==> config.mk <==
export PLATFORM = sky130hd
export DESIGN_NAME = paced_dma_chunk_issuer
export DESIGN_NICKNAME = d
export VERILOG_FILES = /design/src/rtl/pdci_pkg.sv /design/src/rtl/pdci_cfg.sv /design/src/rtl/pdci_core.sv /design/src/rtl/paced_dma_chunk_issuer.sv
export SDC_FILE = /design/constraint.sdc
export NUM_CORES = 2
export LEC_CHECK = 0
export BUFFER_PORTS_ARGS = -buffer_cell sky130_fd_sc_hd__buf_2
export CAP_MARGIN = 5
export CORE_ASPECT_RATIO = 1.5
export CORE_MARGIN = 8
export CORE_UTILIZATION = 43
export DETAILED_ROUTE_END_ITERATION = 10
export HOLD_SLACK_MARGIN = 0.03
export SLEW_MARGIN = 5
export SYNTH_ARGS = -nofsm -noshare
export SYNTH_HDL_FRONTEND = slang
export SYNTH_HIERARCHICAL = 1
export SYNTH_SLANG_ARGS = --single-unit
==> constraint.sdc <==
create_clock -name clk_i -period 40 [get_ports clk_i]
set_input_delay 4 -clock clk_i [delete_from_list [all_inputs] [get_ports clk_i]]
set_output_delay 4 -clock clk_i [all_outputs]
set_load 0.05 [all_outputs]
==> src/rtl/pdci_pkg.sv <==
// pdci_pkg: shared types and constants of the paced DMA chunk issuer.
// Holds opcodes, status codes, register indexes and the config struct.
// No dependencies.
package pdci_pkg;

  // Fixed field widths
  localparam int unsigned AddrW   = 48;
  localparam int unsigned BytesW  = 40;
  localparam int unsigned LenW    = 25;
  localparam int unsigned RateW   = 16;
  localparam int unsigned CountW  = 32;
  localparam int unsigned DepthW  = 4;
  localparam int unsigned PaddrW  = 4;
  localparam int unsigned PdataW  = 32;

  // Largest legal chunk (2^24 bytes)
  localparam logic [LenW-1:0] ChunkMax = 25'h100_0000;

  // Register reset values
  localparam logic [LenW-1:0]   ChunkSizeRst   = 25'h010_0000;
  localparam logic              PacingOffRst   = 1'b0;
  localparam logic [DepthW-1:0] WindowDepthRst = 4'd2;

  // Register indexes (word address paddr[3:2])
  typedef enum logic [1:0] {
    REG_CHUNK_SIZE   = 2'd0,
    REG_PACING_OFF   = 2'd1,
    REG_WINDOW_DEPTH = 2'd2
  } reg_idx_e;

  typedef enum logic [2:0] {
    OP_START        = 3'd0,
    OP_TICK         = 3'd1,
    OP_DONE         = 3'd2,
    OP_SET_RATE     = 3'd3,
    OP_CANCEL       = 3'd4,
    OP_CLEAR_CANCEL = 3'd5
  } op_e;

  typedef enum logic [2:0] {
    ST_ACK        = 3'd0,
    ST_ISSUED     = 3'd1,
    ST_WAITING    = 3'd2,
    ST_FINISHED   = 3'd3,
    ST_CANCELLED  = 3'd4,
    ST_SIZE_ERROR = 3'd5,
    ST_BUSY       = 3'd6
  } status_e;

  // Configuration seen by the core
  typedef struct packed {
    logic [LenW-1:0]   chunk_size;
    logic              pacing_off;
    logic [DepthW-1:0] window_depth;
  } cfg_t;

  // One input beat
  typedef struct packed {
    logic [2:0]        opcode;
    logic [BytesW-1:0] job_bytes;
    logic [AddrW-1:0]  source_base;
    logic [AddrW-1:0]  dest_base;
    logic [AddrW-1:0]  first_due;
    logic [RateW-1:0]  rate_value;
  } item_t;

  // One result beat
  typedef struct packed {
    status_e           status;
    logic [AddrW-1:0]  source_address;
    logic [AddrW-1:0]  dest_address;
    logic [LenW-1:0]   chunk_length;
    logic              last_chunk;
    logic [CountW-1:0] chunks_sent;
    logic [BytesW-1:0] bytes_sent;
    logic [AddrW-1:0]  gap_ticks;
    logic [AddrW-1:0]  deadline_now;
    logic [DepthW-1:0] in_flight;
    logic              was_cancelled;
  } result_t;

endpackage

==> src/rtl/pdci_cfg.sv <==
// pdci_cfg: APB-style register file for chunk size, pacing mode and window.
// Depends on pdci_pkg.
module pdci_cfg (
  input  logic                          clk_i,
  input  logic                          rst_ni,
  input  logic                          psel,
  input  logic                          penable,
  input  logic                          pwrite,
  input  logic [pdci_pkg::PaddrW-1:0]   paddr,
  input  logic [pdci_pkg::PdataW-1:0]   pwdata,
  output logic [pdci_pkg::PdataW-1:0]   prdata,
  output logic                          pready,
  output pdci_pkg::cfg_t                cfg_o
);
  import pdci_pkg::*;

  cfg_t     cfg_q, cfg_d;
  reg_idx_e idx;
  logic     wr_en;

  assign pready = 1'b1;
  assign idx    = reg_idx_e'(paddr[3:2]);
  assign wr_en  = psel && penable && pwrite;

  // Register write decode; the unused word is dropped
  always_comb begin
    cfg_d = cfg_q;
    if (wr_en) begin
      unique case (idx)
        REG_CHUNK_SIZE:   cfg_d.chunk_size   = pwdata[LenW-1:0];
        REG_PACING_OFF:   cfg_d.pacing_off   = pwdata[0];
        REG_WINDOW_DEPTH: cfg_d.window_depth = pwdata[DepthW-1:0];
        default:          cfg_d = cfg_q;
      endcase
    end
  end

  always_ff @(posedge clk_i or negedge rst_ni) begin
    if (!rst_ni) begin
      cfg_q.chunk_size   <= ChunkSizeRst;
      cfg_q.pacing_off   <= PacingOffRst;
      cfg_q.window_depth <= WindowDepthRst;
    end else begin
      cfg_q <= cfg_d;
    end
  end

  // Read mux
  always_comb begin
    unique case (idx)
      REG_CHUNK_SIZE:   prdata = {{(PdataW-LenW){1'b0}}, cfg_q.chunk_size};
      REG_PACING_OFF:   prdata = {{(PdataW-1){1'b0}}, cfg_q.pacing_off};
      REG_WINDOW_DEPTH: prdata = {{(PdataW-DepthW){1'b0}}, cfg_q.window_depth};
      default:          prdata = '0;
    endcase
  end

  assign cfg_o = cfg_q;

endmodule

==> src/rtl/pdci_core.sv <==
// pdci_core: job state and the single-pass step for one beat.
// Holds time, deadline, offsets and counters; depends on pdci_pkg.
module pdci_core #(
  parameter int unsigned MAX_WINDOW = 8
) (
  input  logic              clk_i,
  input  logic              rst_ni,
  input  logic              fire_i,
  input  pdci_pkg::item_t   item_i,
  input  pdci_pkg::cfg_t    cfg_i,
  output pdci_pkg::result_t res_o
);
  import pdci_pkg::*;

  localparam logic [AddrW-1:0]  AddrMax  = {AddrW{1'b1}};
  localparam logic [CountW-1:0] CountMax = {CountW{1'b1}};
  // Window clamp limited to what the 4-bit register can express
  localparam int unsigned       WinCap   = (MAX_WINDOW > 15) ? 15 : MAX_WINDOW;
  localparam logic [DepthW-1:0] WinMax   = DepthW'(WinCap);

  logic [AddrW-1:0]  time_q, time_d, due_q, due_d, src_q, src_d, dst_q, dst_d;
  logic [AddrW-1:0]  gap_cnt_q, gap_cnt_d;
  logic [BytesW-1:0] total_q, total_d, offset_q, offset_d;
  logic [DepthW-1:0] outst_q, outst_d;
  logic [CountW-1:0] chunks_q, chunks_d;
  logic [RateW-1:0]  rate_q, rate_d;
  logic              run_q, run_d, cflag_q, cflag_d, jcan_q, jcan_d;

  // Per-beat datapath
  logic [AddrW-1:0]  time_inc, base, due_issue, sa, da;
  logic [AddrW:0]    time_sum, due_sum;
  logic [BytesW-1:0] rem, offset_issue;
  logic [LenW-1:0]   cs, len;
  logic [DepthW-1:0] depth;
  logic [40:0]       prod;
  logic [33:0]       gap;
  logic              has_left, tick_cancel, tick_drain;
  logic [AddrW:0]    gcnt_sum;
  op_e               op;
  status_e           status;
  logic [AddrW-1:0]  res_sa, res_da;
  logic [LenW-1:0]   res_len;
  logic              res_last;

  assign op       = op_e'(item_i.opcode);
  assign has_left = offset_q < total_q;
  assign rem      = total_q - offset_q;

  // Saturating time advance
  assign time_sum = {1'b0, time_q} + {{AddrW{1'b0}}, 1'b1};
  assign time_inc = time_sum[AddrW] ? AddrMax : time_sum[AddrW-1:0];
  assign gcnt_sum = {1'b0, gap_cnt_q} + {{AddrW{1'b0}}, 1'b1};

  // Clamped chunk size and window
  always_comb begin
    if (cfg_i.chunk_size == '0) cs = {{(LenW-1){1'b0}}, 1'b1};
    else if (cfg_i.chunk_size > ChunkMax) cs = ChunkMax;
    else cs = cfg_i.chunk_size;
    if (cfg_i.window_depth == '0) depth = {{(DepthW-1){1'b0}}, 1'b1};
    else if (cfg_i.window_depth > WinMax) depth = WinMax;
    else depth = cfg_i.window_depth;
  end

  // Issue datapath: length, addresses, paced deadline
  assign len          = (rem < {{(BytesW-LenW){1'b0}}, cs}) ? rem[LenW-1:0] : cs;
  assign offset_issue = offset_q + {{(BytesW-LenW){1'b0}}, len};
  assign sa           = src_q + {{(AddrW-BytesW){1'b0}}, offset_q};
  assign da           = dst_q + {{(AddrW-BytesW){1'b0}}, offset_q};
  assign prod         = {16'd0, len} * {25'd0, rate_q};
  assign gap          = 34'((42'(prod) + 42'd128) >> 8);
  assign base         = (time_inc > due_q) ? time_inc : due_q;
  assign due_sum      = {1'b0, base} + {15'd0, gap};
  assign due_issue    = due_sum[AddrW] ? AddrMax : due_sum[AddrW-1:0];

  assign tick_cancel  = cflag_q && has_left;
  assign tick_drain   = jcan_q || tick_cancel || !has_left;

  // Next state and result for the beat in the input register
  always_comb begin
    time_d    = time_q;
    due_d     = due_q;
    src_d     = src_q;
    dst_d     = dst_q;
    gap_cnt_d = gap_cnt_q;
    total_d   = total_q;
    offset_d  = offset_q;
    outst_d   = outst_q;
    chunks_d  = chunks_q;
    rate_d    = rate_q;
    run_d     = run_q;
    cflag_d   = cflag_q;
    jcan_d    = jcan_q;
    status    = ST_ACK;
    res_sa    = '0;
    res_da    = '0;
    res_len   = '0;
    res_last  = 1'b0;
    unique case (op)
      OP_START: begin
        if (run_q) begin
          status = ST_BUSY;
        end else if (item_i.job_bytes == '0) begin
          status = ST_SIZE_ERROR;
        end else begin
          total_d   = item_i.job_bytes;
          offset_d  = '0;
          src_d     = item_i.source_base;
          dst_d     = item_i.dest_base;
          due_d     = (item_i.first_due != '0) ? item_i.first_due : time_q;
          outst_d   = '0;
          chunks_d  = '0;
          gap_cnt_d = '0;
          jcan_d    = 1'b0;
          run_d     = 1'b1;
        end
      end
      OP_TICK: begin
        time_d = time_inc;
        if (run_q) begin
          if (tick_cancel) jcan_d = 1'b1;
          if (tick_drain) begin
            if (outst_q == '0) begin
              run_d  = 1'b0;
              status = (jcan_q || tick_cancel) ? ST_CANCELLED : ST_FINISHED;
            end else begin
              status = ST_WAITING;
            end
          end else if (outst_q >= depth) begin
            status = ST_WAITING;
          end else if (!cfg_i.pacing_off && (time_inc < due_q)) begin
            gap_cnt_d = gcnt_sum[AddrW] ? AddrMax : gcnt_sum[AddrW-1:0];
            status    = ST_WAITING;
          end else begin
            res_len  = len;
            res_sa   = sa;
            res_da   = da;
            offset_d = offset_issue;
            res_last = offset_issue >= total_q;
            outst_d  = outst_q + DepthW'(1);
            if (chunks_q != CountMax) chunks_d = chunks_q + CountW'(1);
            if (!cfg_i.pacing_off && (rate_q != '0)) due_d = due_issue;
            status = ST_ISSUED;
          end
        end
      end
      OP_DONE: begin
        if (outst_q != '0) begin
          outst_d = outst_q - DepthW'(1);
          if (run_q && (outst_q == {{(DepthW-1){1'b0}}, 1'b1})
              && (jcan_q || !has_left)) begin
            run_d  = 1'b0;
            status = jcan_q ? ST_CANCELLED : ST_FINISHED;
          end
        end
      end
      OP_SET_RATE:     rate_d  = item_i.rate_value;
      OP_CANCEL: begin
        cflag_d = 1'b1;
        if (run_q && has_left) jcan_d = 1'b1;
      end
      OP_CLEAR_CANCEL: cflag_d = 1'b0;
      default:         status  = ST_ACK;
    endcase
  end

  // State update only when a beat moves to the result register
  always_ff @(posedge clk_i or negedge rst_ni) begin
    if (!rst_ni) begin
      time_q    <= '0;
      due_q     <= '0;
      src_q     <= '0;
      dst_q     <= '0;
      gap_cnt_q <= '0;
      total_q   <= '0;
      offset_q  <= '0;
      outst_q   <= '0;
      chunks_q  <= '0;
      rate_q    <= '0;
      run_q     <= 1'b0;
      cflag_q   <= 1'b0;
      jcan_q    <= 1'b0;
    end else if (fire_i) begin
      time_q    <= time_d;
      due_q     <= due_d;
      src_q     <= src_d;
      dst_q     <= dst_d;
      gap_cnt_q <= gap_cnt_d;
      total_q   <= total_d;
      offset_q  <= offset_d;
      outst_q   <= outst_d;
      chunks_q  <= chunks_d;
      rate_q    <= rate_d;
      run_q     <= run_d;
      cflag_q   <= cflag_d;
      jcan_q    <= jcan_d;
    end
  end

  // Result reflects state after the step
  always_comb begin
    res_o.status         = status;
    res_o.source_address = res_sa;
    res_o.dest_address   = res_da;
    res_o.chunk_length   = res_len;
    res_o.last_chunk     = res_last;
    res_o.chunks_sent    = chunks_d;
    res_o.bytes_sent     = offset_d;
    res_o.gap_ticks      = gap_cnt_d;
    res_o.deadline_now   = due_d;
    res_o.in_flight      = outst_d;
    res_o.was_cancelled  = jcan_d;
  end

endmodule

==> src/rtl/paced_dma_chunk_issuer.sv <==
// Paced DMA chunk issuer: splits a copy job into chunks and issues one
// descriptor per tick beat, bounded by an in-flight window and a deadline.
//
// Input channel (in_valid_i / in_stall_o) carries one command beat: start,
// tick, chunk done, set rate, cancel, clear cancel. Every command beat gives
// exactly one result beat on the output channel (out_valid_o / out_stall_i).
// The APB-style port sets chunk size, pacing mode and window depth; write it
// only while no command is pending.
// An accepted beat goes through the input register, then the step logic into
// the result register. Throughput: 1 beat per cycle while out_stall_i is low;
// the deadline multiply-add in the step logic sets the clock period.
// When the receiver stalls, the result register holds, the input register
// fills and then in_stall_o rises; no beat is lost or repeated.
// Reset clears time, deadline, job state, counters, pace rate and the cancel
// flag, and loads chunk size 1 MiB, pacing on and window depth 2.
// Depends on pdci_pkg, pdci_cfg and pdci_core.
module paced_dma_chunk_issuer #(
  parameter int unsigned MAX_WINDOW = 8
) (
  input  logic                          clk_i,
  input  logic                          rst_ni,
  // configuration
  input  logic                          psel,
  input  logic                          penable,
  input  logic                          pwrite,
  input  logic [pdci_pkg::PaddrW-1:0]   paddr,
  input  logic [pdci_pkg::PdataW-1:0]   pwdata,
  output logic [pdci_pkg::PdataW-1:0]   prdata,
  output logic                          pready,
  // command channel
  input  logic                          in_valid_i,
  output logic                          in_stall_o,
  input  logic [2:0]                    opcode_i,
  input  logic [pdci_pkg::BytesW-1:0]   job_bytes_i,
  input  logic [pdci_pkg::AddrW-1:0]    source_base_i,
  input  logic [pdci_pkg::AddrW-1:0]    dest_base_i,
  input  logic [pdci_pkg::AddrW-1:0]    first_due_i,
  input  logic [pdci_pkg::RateW-1:0]    rate_value_i,
  // result channel
  output logic                          out_valid_o,
  input  logic                          out_stall_i,
  output logic [2:0]                    status_o,
  output logic [pdci_pkg::AddrW-1:0]    source_address_o,
  output logic [pdci_pkg::AddrW-1:0]    dest_address_o,
  output logic [pdci_pkg::LenW-1:0]     chunk_length_o,
  output logic                          last_chunk_o,
  output logic [pdci_pkg::CountW-1:0]   chunks_sent_o,
  output logic [pdci_pkg::BytesW-1:0]   bytes_sent_o,
  output logic [pdci_pkg::AddrW-1:0]    gap_ticks_o,
  output logic [pdci_pkg::AddrW-1:0]    deadline_now_o,
  output logic [pdci_pkg::DepthW-1:0]   in_flight_o,
  output logic                          was_cancelled_o
);
  import pdci_pkg::*;

  cfg_t    cfg;
  item_t   item_q, item_d;
  result_t res, res_q;
  logic    in_vld_q, in_vld_d, out_vld_q, out_vld_d;
  logic    out_free, fire, in_take;

  pdci_cfg u_cfg (
    .clk_i   (clk_i),
    .rst_ni  (rst_ni),
    .psel    (psel),
    .penable (penable),
    .pwrite  (pwrite),
    .paddr   (paddr),
    .pwdata  (pwdata),
    .prdata  (prdata),
    .pready  (pready),
    .cfg_o   (cfg)
  );

  // Handshake: step fires when the result register is free or draining
  assign out_free   = !out_vld_q || !out_stall_i;
  assign fire       = in_vld_q && out_free;
  assign in_stall_o = in_vld_q && !fire;
  assign in_take    = in_valid_i && !in_stall_o;

  always_comb begin
    item_d.opcode      = opcode_i;
    item_d.job_bytes   = job_bytes_i;
    item_d.source_base = source_base_i;
    item_d.dest_base   = dest_base_i;
    item_d.first_due   = first_due_i;
    item_d.rate_value  = rate_value_i;
  end

  assign in_vld_d  = in_take ? 1'b1 : (fire ? 1'b0 : in_vld_q);
  assign out_vld_d = fire ? 1'b1 : (out_stall_i ? out_vld_q : 1'b0);

  always_ff @(posedge clk_i or negedge rst_ni) begin
    if (!rst_ni) begin
      in_vld_q  <= 1'b0;
      out_vld_q <= 1'b0;
    end else begin
      in_vld_q  <= in_vld_d;
      out_vld_q <= out_vld_d;
    end
  end

  // Input and result payload registers
  always_ff @(posedge clk_i) begin
    if (in_take) item_q <= item_d;
    if (fire)    res_q  <= res;
  end

  pdci_core #(
    .MAX_WINDOW (MAX_WINDOW)
  ) u_core (
    .clk_i  (clk_i),
    .rst_ni (rst_ni),
    .fire_i (fire),
    .item_i (item_q),
    .cfg_i  (cfg),
    .res_o  (res)
  );

  assign out_valid_o      = out_vld_q;
  assign status_o         = res_q.status;
  assign source_address_o = res_q.source_address;
  assign dest_address_o   = res_q.dest_address;
  assign chunk_length_o   = res_q.chunk_length;
  assign last_chunk_o     = res_q.last_chunk;
  assign chunks_sent_o    = res_q.chunks_sent;
  assign bytes_sent_o     = res_q.bytes_sent;
  assign gap_ticks_o      = res_q.gap_ticks;
  assign deadline_now_o   = res_q.deadline_now;
  assign in_flight_o      = res_q.in_flight;
  assign was_cancelled_o  = res_q.was_cancelled;

endmodule

==> out/results.ini <==
[run_status]
status = finished, final reports clean

[floorplan]
num_rows = 175
ioPinCount = 579
fp.dieW_um = 334
start_util = 0.431
dieArea_mm2 = 0.164
design.core.area_mm2 = 0.151
die_h_um = 492

[worst_setup_path]
cp_max_fo = 50
crit_family = compound AO/OA/AOI/OAI gates
startpoint = u_core/offset_q[1]
r2r-start = u_core/offset_q[1]
critPathRequiredTime_ns = 40.42
crit_end = deadline_now_o[39]
path_depth = 59
r2r_end = deadline_now_o[39]
ff2ff_setup_slack_ns = 22.57
critPathSlowestCell = a21bo_2
worstPathArrival_ns = 17.86
crit_path_max_incr_delay_ns = 0.76
endpoint_kind = flip-flop
crit_buf_inv = 5
path_class = reg2reg
r2r_cells = 59
cp-start-kind = flip-flop
crit_top_cell = a21oi_1

[clock_network]
cts_tree = done
htreeDepth = 3
cts_resized = 0
cts_sinks = 908
clock_latency_ns = 0.75
post_cts_buffers = 0
ctsHoldBuffers = 0
clock_path_buffers = 3
cts_buffers = 95
cts.clk_slew.worst_paths_ns = 0.06
cts-root-buf = clkbuf_16

[final_layout]
fin_area_mm2 = 0.0732
drive_above_1_share = 0.143
final_common_cell = nand2_1
final_nets = 8239
multiInputGateArea_mm2 = 0.0361
area_growth_pct = 12.4
register_area_mm2 = 0.0252
stdcell_count = 9273
fill_cells = 14100
final_cell_mix = nand2_1, inv_1, buf_2

[synth]
synth_area_leaders = edfxtp_1, dfrtp_1, fa_1
yosysTopAreaCell = edfxtp_1
syn_area_mm2 = 0.0651
synth_cells = 6815
seq_area_frac_synth = 0.388
synth.distinct_cells = 100
synth_seq_cells = 908
synth_flop_cell = edfxtp_1
yosys.area.top_type_share = 0.231
async_reset_ff_frac = 0.448
synth_edf_count = 501
syn-mean-instance-area_um2 = 9.55
ys.warnings.count = 6

[sta]
finClkSkew_ns = 0.0432
holdWs_ns = 0.458
relSlewSlack = 0.230
rsz0062_at_grt = no
final.setup.tns_ns = 0
slew_viol_final = 0
hold_violations = 0
min_period_ns = 17.43
max_freq_mhz = 57.4
setup_violations = 0
min_period_over_period = 0.436
tightest_slew_ns = 1.14

[hold_path]
hp-class = reg2reg

[run]
drv_cap = 0

[place]
placed_cells_incl_taps = 9083
place_congestion = 0.936
placed_area_mm2 = 0.0698
port_buffers = 561
post-dp-hpwl_um = 162000

[routing]
via_count = 53600
drt_drc_violations_left = 0
vias_per_cell = 5.78
drt_iter0_drc = 4461
wl_um = 217000
detail-route-antenna-nets = 0
drt-pass1-iter-count = 6
wire_per_inst_um = 23.4

[global_routing]
grt_start_max_net_pins = 141
grt_antenna_before_repair = 25
grt_pass1_vias = 54200
track_usage = 0.257
grt_pass1_wl_um = 327000
gr-total-overflow = 0

==> layer usage <==
layer,GRT usage,routed length [um],vias to the layer above
met5,0,75,-
met4,0.117,10500,12
met3,0.0507,16900,521
met2,0.428,103000,2194
met1,0.321,86900,26300
li1,-,-,24500
==> stage by stage <==
stage          setup slack [ns]  utilization
3_3_place_gp              22.90        0.463
5_1_grt                   21.42        0.485
2_1_floorplan              6.94            -
6_report                  22.57        0.485
4_1_cts                   22.61        0.485
3_5_place_dp              22.77        0.463
==> worst min path at each step <==
stage	cells past startpoint	startpoint	slack, ns	to
floorplan	2	item_q[173]	0.45	u_core/total_q[13]
CTS	1	item_q[155]	0.47	u_core/src_q[43]
finish	1	item_q[155]	0.46	u_core/src_q[43]
detailed placement	1	item_q[66]	0.46	u_core/dst_q[2]
global placement	1	item_q[104]	0.46	u_core/dst_q[40]
global route	1	item_q[154]	0.48	u_core/src_q[42]
==> logic make-up after synthesis <==
group,synth area share
AO/OA/AOI/OAI,0.148
XOR/XNOR,0.0337
adder cells (fa/ha/maj),0.184
buffers and inverters,0.0598
flip-flops,0.388
multiplexers,0.0324
other,0.000115
AND/OR/NAND/NOR,0.155
==> worst register-to-register path, delay by kind of cell (launching register included) <==
family	cells	cell delay (ns)
AO/OA/AOI/OAI	29	6.88
XOR/XNOR	2	0.87
adder cells (fa/ha/maj)	10	4.13
buffers and inverters	5	0.92
flip-flops	1	0.67
AND/OR/NAND/NOR	13	3.64
==> cell usage after synthesis (all sizes together) (79+ instances only) <==
master	count
nand4	81
edfxtp	501
inv	678
xnor2	156
mux2	167
a21oi	428
and3	83
nand3	158
nor2	442
a21o	126
and2	225
a31oi	79
dfrtp	405
nor3	107
fa	326
ha	434
xor2	94
nand2	760
clkbuf	290
o21ai	528
==> flip-flops by register name, summed over array words and instances, names as in the netlist, 4 cells and up <==
register          count
bytes_sent_o         40
chunk_length_o       25
chunks_sent_o        32
deadline_now_o       48
dest_address_o       48
gap_ticks_o          48
in_flight_o           4
item_q              203
source_address_o     48
u_cfg/cfg_o          30
u_core/chunks_q      32
u_core/dst_q         48
u_core/due_q         48
u_core/gap_cnt_q     48
u_core/offset_q      40
u_core/outst_q        4
u_core/rate_q        16
u_core/src_q         48
u_core/time_q        48
u_core/total_q       40
==> final cells by class <==
type / instances / area share
Multi-Input combinational cell: 4902 / 0.494
Sequential cell: 908 / 0.345
Timing Repair Buffer: 646 / 0.0478
Clock buffer: 123 / 0.0357
Inverter: 680 / 0.0349
Tap cell: 1947 / 0.0333
Clock inverter: 57 / 0.00953
Antenna cell: 10 / 0.000342
Power is left out: the tool's default activity adds up to more than one toggle a clock period on the data nets, which glitch-free logic cannot reach.
